`config.mk`:
```
export PLATFORM = sky130hd
export DESIGN_NAME = port_rendezvous_matcher
export DESIGN_NICKNAME = d
export VERILOG_FILES = /design/src/rtl/core/prm_pkg.sv /design/src/rtl/core/prm_table.sv /design/src/rtl/core/port_rendezvous_matcher.sv
export VERILOG_INCLUDE_DIRS = /design/src /design/src/rtl/core
export SDC_FILE = /design/constraint.sdc
export NUM_CORES = 1
export LEC_CHECK = 0
export BUFFER_PORTS_ARGS = -buffer_cell sky130_fd_sc_hd__clkbuf_2
export CORE_MARGIN = 5
export CORE_UTILIZATION = 50
export CTS_CLUSTER_SIZE = 12
export DETAILED_ROUTE_END_ITERATION = 12
export PLACE_DENSITY = 0.81
export SETUP_SLACK_MARGIN = 0.5
export SLEW_MARGIN = 20
export SYNTH_ARGS = -nofsm -noshare
export SYNTH_HDL_FRONTEND = slang
export SYNTH_SLANG_ARGS = --single-unit
```
`constraint.sdc`:
```
create_clock -name clk -period 6.5 [get_ports clk]
set_input_delay 1.3 -clock clk [delete_from_list [all_inputs] [get_ports clk]]
set_output_delay 1.3 -clock clk [all_outputs]
set_load 0.1 [all_outputs]
```
`src/rtl/core/port_rendezvous_matcher_defines.svh`:
```
`ifndef PORT_RENDEZVOUS_MATCHER_DEFINES_SVH
`define PORT_RENDEZVOUS_MATCHER_DEFINES_SVH

// clocked check, off during reset
`define PRM_ASSERT(lbl, prop, msg) \
	lbl: assert property (@(posedge clk) disable iff (!arst_n) prop) else $error(msg);

// condition that must never hold
`define PRM_NEVER(lbl, cond, msg) \
	`PRM_ASSERT(lbl, !(cond), msg)

`endif

```
`src/rtl/core/prm_pkg.sv`:
```
package prm_pkg;

	localparam int PORT_W  = 16;
	localparam int PID_W   = 16;
	localparam int EP_W    = 8;
	localparam int ENTRY_W = PORT_W + PID_W + EP_W;

	localparam int BOUND_SLOTS_DEF   = 8;
	localparam int PENDING_SLOTS_DEF = 8;

	localparam logic [PORT_W-1:0] PRIV_LIMIT_RST = 16'd1024;

	localparam logic KIND_REPLY = 1'b0;
	localparam logic KIND_LINK  = 1'b1;

	typedef enum logic [1:0] {
		OP_BIND    = 2'd0,
		OP_ACCEPT  = 2'd1,
		OP_CONNECT = 2'd2,
		OP_UNKNOWN = 2'd3
	} op_t;

	typedef enum logic {
		ST_IDLE,
		ST_SCAN
	} state_t;

	// request into a table: scan for a port, fill the free slot, release the matched slot
	typedef struct packed {
		logic              start;
		logic [PORT_W-1:0] port;
		logic              ins;
		logic              clr;
	} tbl_req_t;

	typedef struct packed {
		logic busy;
		logic hit;
		logic free;
	} tbl_sts_t;

endpackage

```
`src/rtl/core/prm_table.sv`:
```
`include "port_rendezvous_matcher_defines.svh"

module prm_table
	import prm_pkg::*;
#(
	parameter int DEPTH = PENDING_SLOTS_DEF,
	parameter int W     = ENTRY_W
) (
	input  logic         clk,
	input  logic         arst_n,
	input  tbl_req_t     req,
	input  logic [W-1:0] wr_data,
	output tbl_sts_t     sts,
	output logic [W-1:0] hit_data
);

	localparam int IW = (DEPTH > 1) ? $clog2(DEPTH) : 1;

	logic [W-1:0]      mem [DEPTH];
	logic [DEPTH-1:0]  vld_q;

	logic              active_q;
	logic              issue_q;
	logic [IW-1:0]     idx_q;
	logic [PORT_W-1:0] port_q;

	logic              vld_s1;
	logic              last_s1;
	logic [IW-1:0]     idx_s1;
	logic [W-1:0]      rdata_s1;

	logic              hit_q;
	logic              free_q;
	logic [IW-1:0]     hit_slot_q;
	logic [IW-1:0]     free_slot_q;
	logic [W-1:0]      hit_data_q;

	logic              ent_vld;
	logic              ent_match;
	logic              eval;
	logic              take_hit;
	logic              take_free;

	assign ent_vld   = vld_q[idx_s1];
	assign ent_match = ent_vld && (rdata_s1[PORT_W-1:0] == port_q);
	assign eval      = active_q && vld_s1 && !req.start;
	assign take_hit  = eval && ent_match && !hit_q;
	assign take_free = eval && !ent_vld && !free_q;

	// memory port
	always_ff @(posedge clk) begin
		if (req.ins) begin
			mem[free_slot_q] <= wr_data;
		end
		rdata_s1 <= mem[idx_q];
		idx_s1   <= idx_q;
		last_s1  <= (idx_q == IW'(DEPTH - 1));
		if (req.start) begin
			port_q <= req.port;
		end
		if (take_hit) begin
			hit_slot_q <= idx_s1;
			hit_data_q <= rdata_s1;
		end
		if (take_free) begin
			free_slot_q <= idx_s1;
		end
	end

	always_ff @(posedge clk or negedge arst_n) begin
		if (!arst_n) begin
			active_q <= 1'b0;
			issue_q  <= 1'b0;
			idx_q    <= '0;
			vld_s1   <= 1'b0;
			hit_q    <= 1'b0;
			free_q   <= 1'b0;
			vld_q    <= '0;
		end else begin
			if (req.start) begin
				active_q <= 1'b1;
				issue_q  <= 1'b1;
				idx_q    <= '0;
				vld_s1   <= 1'b0;
				hit_q    <= 1'b0;
				free_q   <= 1'b0;
			end else begin
				vld_s1 <= issue_q;
				if (issue_q) begin
					if (idx_q == IW'(DEPTH - 1)) begin
						issue_q <= 1'b0;
					end else begin
						idx_q <= idx_q + 1'b1;
					end
				end
				if (take_hit) begin
					hit_q <= 1'b1;
				end
				if (take_free) begin
					free_q <= 1'b1;
				end
				if (eval && last_s1) begin
					active_q <= 1'b0;
				end
			end
			if (req.ins) begin
				vld_q[free_slot_q] <= 1'b1;
			end
			if (req.clr) begin
				vld_q[hit_slot_q] <= 1'b0;
			end
		end
	end

	assign sts.busy = active_q;
	assign sts.hit  = hit_q;
	assign sts.free = free_q;
	assign hit_data = hit_data_q;

	`PRM_ASSERT(a_ins_free, req.ins |-> (free_q && !active_q), "fill without a free slot")
	`PRM_ASSERT(a_clr_hit, req.clr |-> (hit_q && !active_q), "release without a match")
	`PRM_NEVER(a_start_busy, req.start && active_q, "scan restarted while running")

endmodule

```
`src/rtl/core/port_rendezvous_matcher.sv`:
```
// channel   | handshake         | payload
// request   | start / busy      | op, port, requester, endpoint, is_root
// result    | done (strobe)     | kind, failed, reply_port, target_pid, client_endpoint,
//           |                   | server_pid, server_endpoint
// config    | cfg_we            | cfg_wdata (privileged limit)
//
// an unknown op or a refused privileged bind answers in the cycle after acceptance
// all other requests scan the three tables side by side, one memory read a cycle
// busy is high while a scan runs; results are a one-cycle strobe, never stalled
// reset clears the valid bits and the control state; no clearing pass is needed
`include "port_rendezvous_matcher_defines.svh"

module port_rendezvous_matcher
	import prm_pkg::*;
#(
	parameter int BOUND_SLOTS   = BOUND_SLOTS_DEF,
	parameter int PENDING_SLOTS = PENDING_SLOTS_DEF
) (
	input  logic              clk,
	input  logic              arst_n,
	input  logic              start,
	output logic              busy,
	input  logic [1:0]        op,
	input  logic [PORT_W-1:0] port,
	input  logic [PID_W-1:0]  requester,
	input  logic [EP_W-1:0]   endpoint,
	input  logic              is_root,
	input  logic              cfg_we,
	input  logic [PORT_W-1:0] cfg_wdata,
	output logic              done,
	output logic              kind,
	output logic              failed,
	output logic [PORT_W-1:0] reply_port,
	output logic [PID_W-1:0]  target_pid,
	output logic [EP_W-1:0]   client_endpoint,
	output logic [PID_W-1:0]  server_pid,
	output logic [EP_W-1:0]   server_endpoint
);

	state_t             state_q, state_d;
	op_t                op_in;
	op_t                op_q;
	logic [PORT_W-1:0]  port_q;
	logic [PID_W-1:0]   pid_q;
	logic [EP_W-1:0]    ep_q;
	logic [PORT_W-1:0]  lim_q;

	logic               take;
	logic               priv_deny;
	logic               scan_busy;
	logic [ENTRY_W-1:0] own_entry;

	tbl_req_t           b_req, a_req, c_req;
	tbl_sts_t           b_sts, a_sts, c_sts;
	logic [ENTRY_W-1:0] a_data, c_data;

	logic               res_load;
	logic               res_kind;
	logic               res_failed;
	logic [PORT_W-1:0]  res_port;
	logic [PID_W-1:0]   res_tpid;
	logic [EP_W-1:0]    res_cep;
	logic [PID_W-1:0]   res_spid;
	logic [EP_W-1:0]    res_sep;
	logic               go;

	logic               done_q;
	logic               kind_q;
	logic               failed_q;
	logic [PORT_W-1:0]  rport_q;
	logic [PID_W-1:0]   tpid_q;
	logic [EP_W-1:0]    cep_q;
	logic [PID_W-1:0]   spid_q;
	logic [EP_W-1:0]    sep_q;

	assign op_in     = op_t'(op);
	assign take      = start && (state_q == ST_IDLE);
	assign priv_deny = (port < lim_q) && !is_root;
	assign scan_busy = b_sts.busy || a_sts.busy || c_sts.busy;
	assign own_entry = {ep_q, pid_q, port_q};

	// next state
	always_comb begin
		state_d = state_q;
		case (state_q)
			ST_IDLE: begin
				if (take) begin
					if (op_in inside {OP_ACCEPT, OP_CONNECT} || (op_in == OP_BIND && !priv_deny)) begin
						state_d = ST_SCAN;
					end
				end
			end
			ST_SCAN: begin
				if (!scan_busy) begin
					state_d = ST_IDLE;
				end
			end
			default: state_d = ST_IDLE;
		endcase
	end

	// outputs
	always_comb begin
		go         = 1'b0;
		b_req      = '0;
		a_req      = '0;
		c_req      = '0;
		res_load   = 1'b0;
		res_kind   = KIND_REPLY;
		res_failed = 1'b0;
		res_port   = port_q;
		res_tpid   = pid_q;
		res_cep    = '0;
		res_spid   = '0;
		res_sep    = '0;
		case (state_q)
			ST_IDLE: begin
				if (take) begin
					res_port = port;
					res_tpid = requester;
					case (op_in)
						OP_BIND: begin
							if (priv_deny) begin
								res_load   = 1'b1;
								res_failed = 1'b1;
							end else begin
								go = 1'b1;
							end
						end
						OP_ACCEPT, OP_CONNECT: go = 1'b1;
						default: begin
							res_load   = 1'b1;
							res_failed = 1'b1;
							res_port   = '0;
						end
					endcase
				end
			end
			ST_SCAN: begin
				if (!scan_busy) begin
					case (op_q)
						OP_BIND: begin
							res_load = 1'b1;
							if (!b_sts.hit) begin
								if (b_sts.free) begin
									b_req.ins = 1'b1;
								end else begin
									res_failed = 1'b1;
								end
							end
						end
						OP_ACCEPT: begin
							if (c_sts.hit) begin
								c_req.clr = 1'b1;
								res_load  = 1'b1;
								res_kind  = KIND_LINK;
								res_tpid  = c_data[PORT_W+PID_W-1:PORT_W];
								res_cep   = c_data[ENTRY_W-1:PORT_W+PID_W];
								res_spid  = pid_q;
								res_sep   = ep_q;
							end else if (a_sts.free) begin
								a_req.ins = 1'b1;
							end else begin
								res_load   = 1'b1;
								res_failed = 1'b1;
							end
						end
						OP_CONNECT: begin
							if (!b_sts.hit) begin
								res_load   = 1'b1;
								res_failed = 1'b1;
							end else if (a_sts.hit) begin
								a_req.clr = 1'b1;
								res_load  = 1'b1;
								res_kind  = KIND_LINK;
								res_tpid  = pid_q;
								res_cep   = ep_q;
								res_spid  = a_data[PORT_W+PID_W-1:PORT_W];
								res_sep   = a_data[ENTRY_W-1:PORT_W+PID_W];
							end else if (c_sts.free) begin
								c_req.ins = 1'b1;
							end else begin
								res_load   = 1'b1;
								res_failed = 1'b1;
							end
						end
						default: res_load = 1'b0;
					endcase
				end
			end
			default: go = 1'b0;
		endcase
		b_req.start = go;
		a_req.start = go;
		c_req.start = go;
		b_req.port  = port;
		a_req.port  = port;
		c_req.port  = port;
	end

	always_ff @(posedge clk or negedge arst_n) begin
		if (!arst_n) begin
			state_q <= ST_IDLE;
			lim_q   <= PRIV_LIMIT_RST;
			done_q  <= 1'b0;
		end else begin
			state_q <= state_d;
			done_q  <= res_load;
			if (cfg_we) begin
				lim_q <= cfg_wdata;
			end
		end
	end

	always_ff @(posedge clk) begin
		if (take) begin
			op_q   <= op_in;
			port_q <= port;
			pid_q  <= requester;
			ep_q   <= endpoint;
		end
		if (res_load) begin
			kind_q   <= res_kind;
			failed_q <= res_failed;
			rport_q  <= res_port;
			tpid_q   <= res_tpid;
			cep_q    <= res_cep;
			spid_q   <= res_spid;
			sep_q    <= res_sep;
		end
	end

	prm_table #(
		.DEPTH (BOUND_SLOTS),
		.W     (PORT_W)
	) u_bound (
		.clk      (clk),
		.arst_n   (arst_n),
		.req      (b_req),
		.wr_data  (port_q),
		.sts      (b_sts),
		.hit_data ()
	);

	prm_table #(
		.DEPTH (PENDING_SLOTS),
		.W     (ENTRY_W)
	) u_accept (
		.clk      (clk),
		.arst_n   (arst_n),
		.req      (a_req),
		.wr_data  (own_entry),
		.sts      (a_sts),
		.hit_data (a_data)
	);

	prm_table #(
		.DEPTH (PENDING_SLOTS),
		.W     (ENTRY_W)
	) u_connect (
		.clk      (clk),
		.arst_n   (arst_n),
		.req      (c_req),
		.wr_data  (own_entry),
		.sts      (c_sts),
		.hit_data (c_data)
	);

	assign busy            = (state_q != ST_IDLE);
	assign done            = done_q;
	assign kind            = kind_q;
	assign failed          = failed_q;
	assign reply_port      = rport_q;
	assign target_pid      = tpid_q;
	assign client_endpoint = cep_q;
	assign server_pid      = spid_q;
	assign server_endpoint = sep_q;

	`PRM_NEVER(a_done_in_scan, done_q && (state_q == ST_SCAN), "result while scanning")
	`PRM_ASSERT(a_fail_reply, (done_q && failed_q) |-> (kind_q == KIND_REPLY), "failed link order")
	`PRM_ASSERT(a_accept_scans, (start && !busy && (op == OP_ACCEPT)) |=> busy, "accept did not scan")

endmodule
```
==> reports/metrics.cfg <==
[sta]
drv_slew=0
hold_violations=0
worst_pin_slew_ns=1.03
holdWs_ns=0.396
fin_crit_sh=0.621
clock.fmax_mhz=248
tns_ns=0
clock_skew_ns=0.0307
grt_setup_unrepaired=false
post-route-min-period_ns=4.04
slew_headroom=0.310
fin_ws_ns=2.46
setup_violations=0

[synthesis]
synth_area_per_cell_um2=20.4
synth_top_cell_by_area=edfxtp_1
yosysSeqAreaShare=0.776
synth_fp_nets=2130
yosysUniqueCellTypes=58
synth.area.top_cells=edfxtp_1, mux4_2, dfxtp_1
synth_edf_count=939
synth_seq_cells=1129
synth_top_area_frac=0.676
ys_async_sr_fraction=0.0585
synthFlopType=edfxtp_1
yosys_warnings=0
syn_area_um2=41700
netlist_instances=2040

[placement]
dp.final_hpwl_um=53500
io_buffers=130
dp.cells=3192
globalplace.congestion=0.791
dp_slack_ns=1.73

[clock_network]
root_buffer=clkbuf_16
htree_num_levels=3
cts_buffer_depth=3
cts_made_buffers=108
hold_buffers=0
cts.sinks=1129
cts_tree=done
postCtsSetupBuffers=0
clk_pin_slew_ns=0.06
clk_latency_ns=0.67
cts-resized-gates=0

[worst_setup_path]
crit_type=primary input to register
end_kind=register
crit_path_max_incr_delay_ns=0.86
rrSetupSlack_ns=2.84
worstSetupStartpointType=primary input
required_ns=6.77
arrival_ns=4.31
slowest_stage=and2_1
crit_path_cell_trace=clkbuf_2, ha_1, and4_4, nand4_1, or4_4, nand3_4, and2_1
crit_path_max_fanout=31

[die]
row_count=105
core_area_um2=82400
ios=131
fp.dieH_um=299
die-area_um2=89200
die_w_um=299
initial_utilization=0.506

[finish]
area.growth.synth_to_final_pct=13.0
fin_nets=2325
final_cell_count_no_fill=3399
drive_above_1_share=0.288
post-route-util=0.572
num-fill-cells=5604

[grt]
antenna_found_initial=5
grt_max_degree=67
track_usage=0.211
grt_pass1_vias=21500
grt-ovfl-total=0
grt_pass1_wl_um=141000

[drt]
wl_um=95200
drt-pass1-iter-count=5
wl_per_cell_um=28.0
vias=20800
drt_iter0_drc=2415
vias_per_cell=6.12
drc=0
drt.antenna.violating_nets=0

[job]
drv_cap=0

[pwr]
p_per_area_nw_per_um2=413
leakage_nw=15.5
vdd_drop_max_v=0.000240

[run_status]
outcome=finished clean

[hold_path]
hp-class=register to register

-- registers in the layout, indices dropped and copies added, names as in the netlist, 24 cells and up --
name,count
u_accept.hit_data,24
u_connect.hit_data,24
u_accept.mem,320
u_bound.mem,128
u_accept.rdata_s1,40
u_connect.mem,320
u_connect.rdata_s1,40
-- cell usage after synthesis (27+ instances only) --
master,count
ha_1,27
dfrtp_1,65
o21ai_0,35
edfxtp_1,939
clkbuf_1,58
nor2_1,83
dfxtp_1,124
xnor2_1,48
a22oi_1,32
mux2_2,116
mux4_2,198
nand2_1,80
-- power by group --
| part | switching, mW | internal (mW) | leakage (nW) | total [mW] |
|---|---|---|---|---|
| clock network | 2.55 | 3.28 | 1.55 | 5.83 |
| logic | 1.90 | 1.87 | 3.65 | 3.77 |
| registers | 0.947 | 8.92 | 10.3 | 9.87 |
| total | 5.40 | 14.1 | 15.5 | 19.5 |
-- placed cells by master (no fill, tap or decap), types with 58 or more instances in the layout --
cell and n:
clkbuf_2 129, nand2_1 80, edfxtp_1 939, dfxtp_1 124, clkbuf_16 110, nor2_1 71
mux2_2 116, clkbuf_1 73, dfrtp_1 58, mux4_2 198
-- stage by stage --
step	total power, mW	instance area (um^2)
2_1_floorplan	12.6	41700
3_3_place_gp	13.5	43800
3_5_place_dp	13.7	43800
4_1_cts	19.5	47000
5_1_grt	20.2	47100
6_report	19.5	47100
-- metal layers --
metal / part of all wire / GRT usage
met1: 0.38 / 0.289
met2: 0.50 / 0.347
met3: 0.090 / 0.0413
met4: 0.028 / 0.0689
met5: 0.00049 / 0
-- kinds of logic (layout without fill, tap and decap cells) --
logic type,count (synthesis),in the layout,share of synthesized area
flip-flops,1129,1129,0.776
multiplexers,320,320,0.140
AND/OR/NAND/NOR,252,252,0.0284
AO/OA/AOI/OAI,146,146,0.0254
buffers and inverters,115,402,0.0119
XOR/XNOR,51,51,0.0107
adder cells (fa/ha/maj),27,27,0.00810
other,0,2,0
-- layout make-up --
class	count	area, um^2	share of cell area
timing repair buffer	174	1010	0.0215
inverter	26	97.6	0.00207
sequential	1129	32400	0.687
clock inverter	12	124	0.00263
tap	1070	1340	0.0284
multi-input combinational	796	9030	0.192
clock buffer	190	3120	0.0663
antenna	2	5.00	0.000106
-- worst max-delay path: cells and delay by family --
family        cells  cell delay, ns
fa+ha+maj         1            0.34
buf+inv           1            0.12
simple gates      5            2.54
-- worst paths after layout --
check,startpoint,to,cells after the start
max in group asynchronous,arst_n,u_connect.idx_q[1]$_DFFE_PN0P_,1
min reg2reg,u_accept.rdata_s1[29]$_DFF_P_,u_accept.hit_data[29]$_DFFE_PP_,0
max reg2reg,lim_q[10]$_DFFE_PN1P_,u_bound.port_q[3]$_DFFE_PP_,7
max,port[15],u_bound.port_q[3]$_DFFE_PP_,7
min in group asynchronous,arst_n,lim_q[7]$_DFFE_PN0P_,1
min,u_accept.rdata_s1[29]$_DFF_P_,u_accept.hit_data[29]$_DFFE_PP_,0
Note: power is estimated with default switching activity, not from simulation.
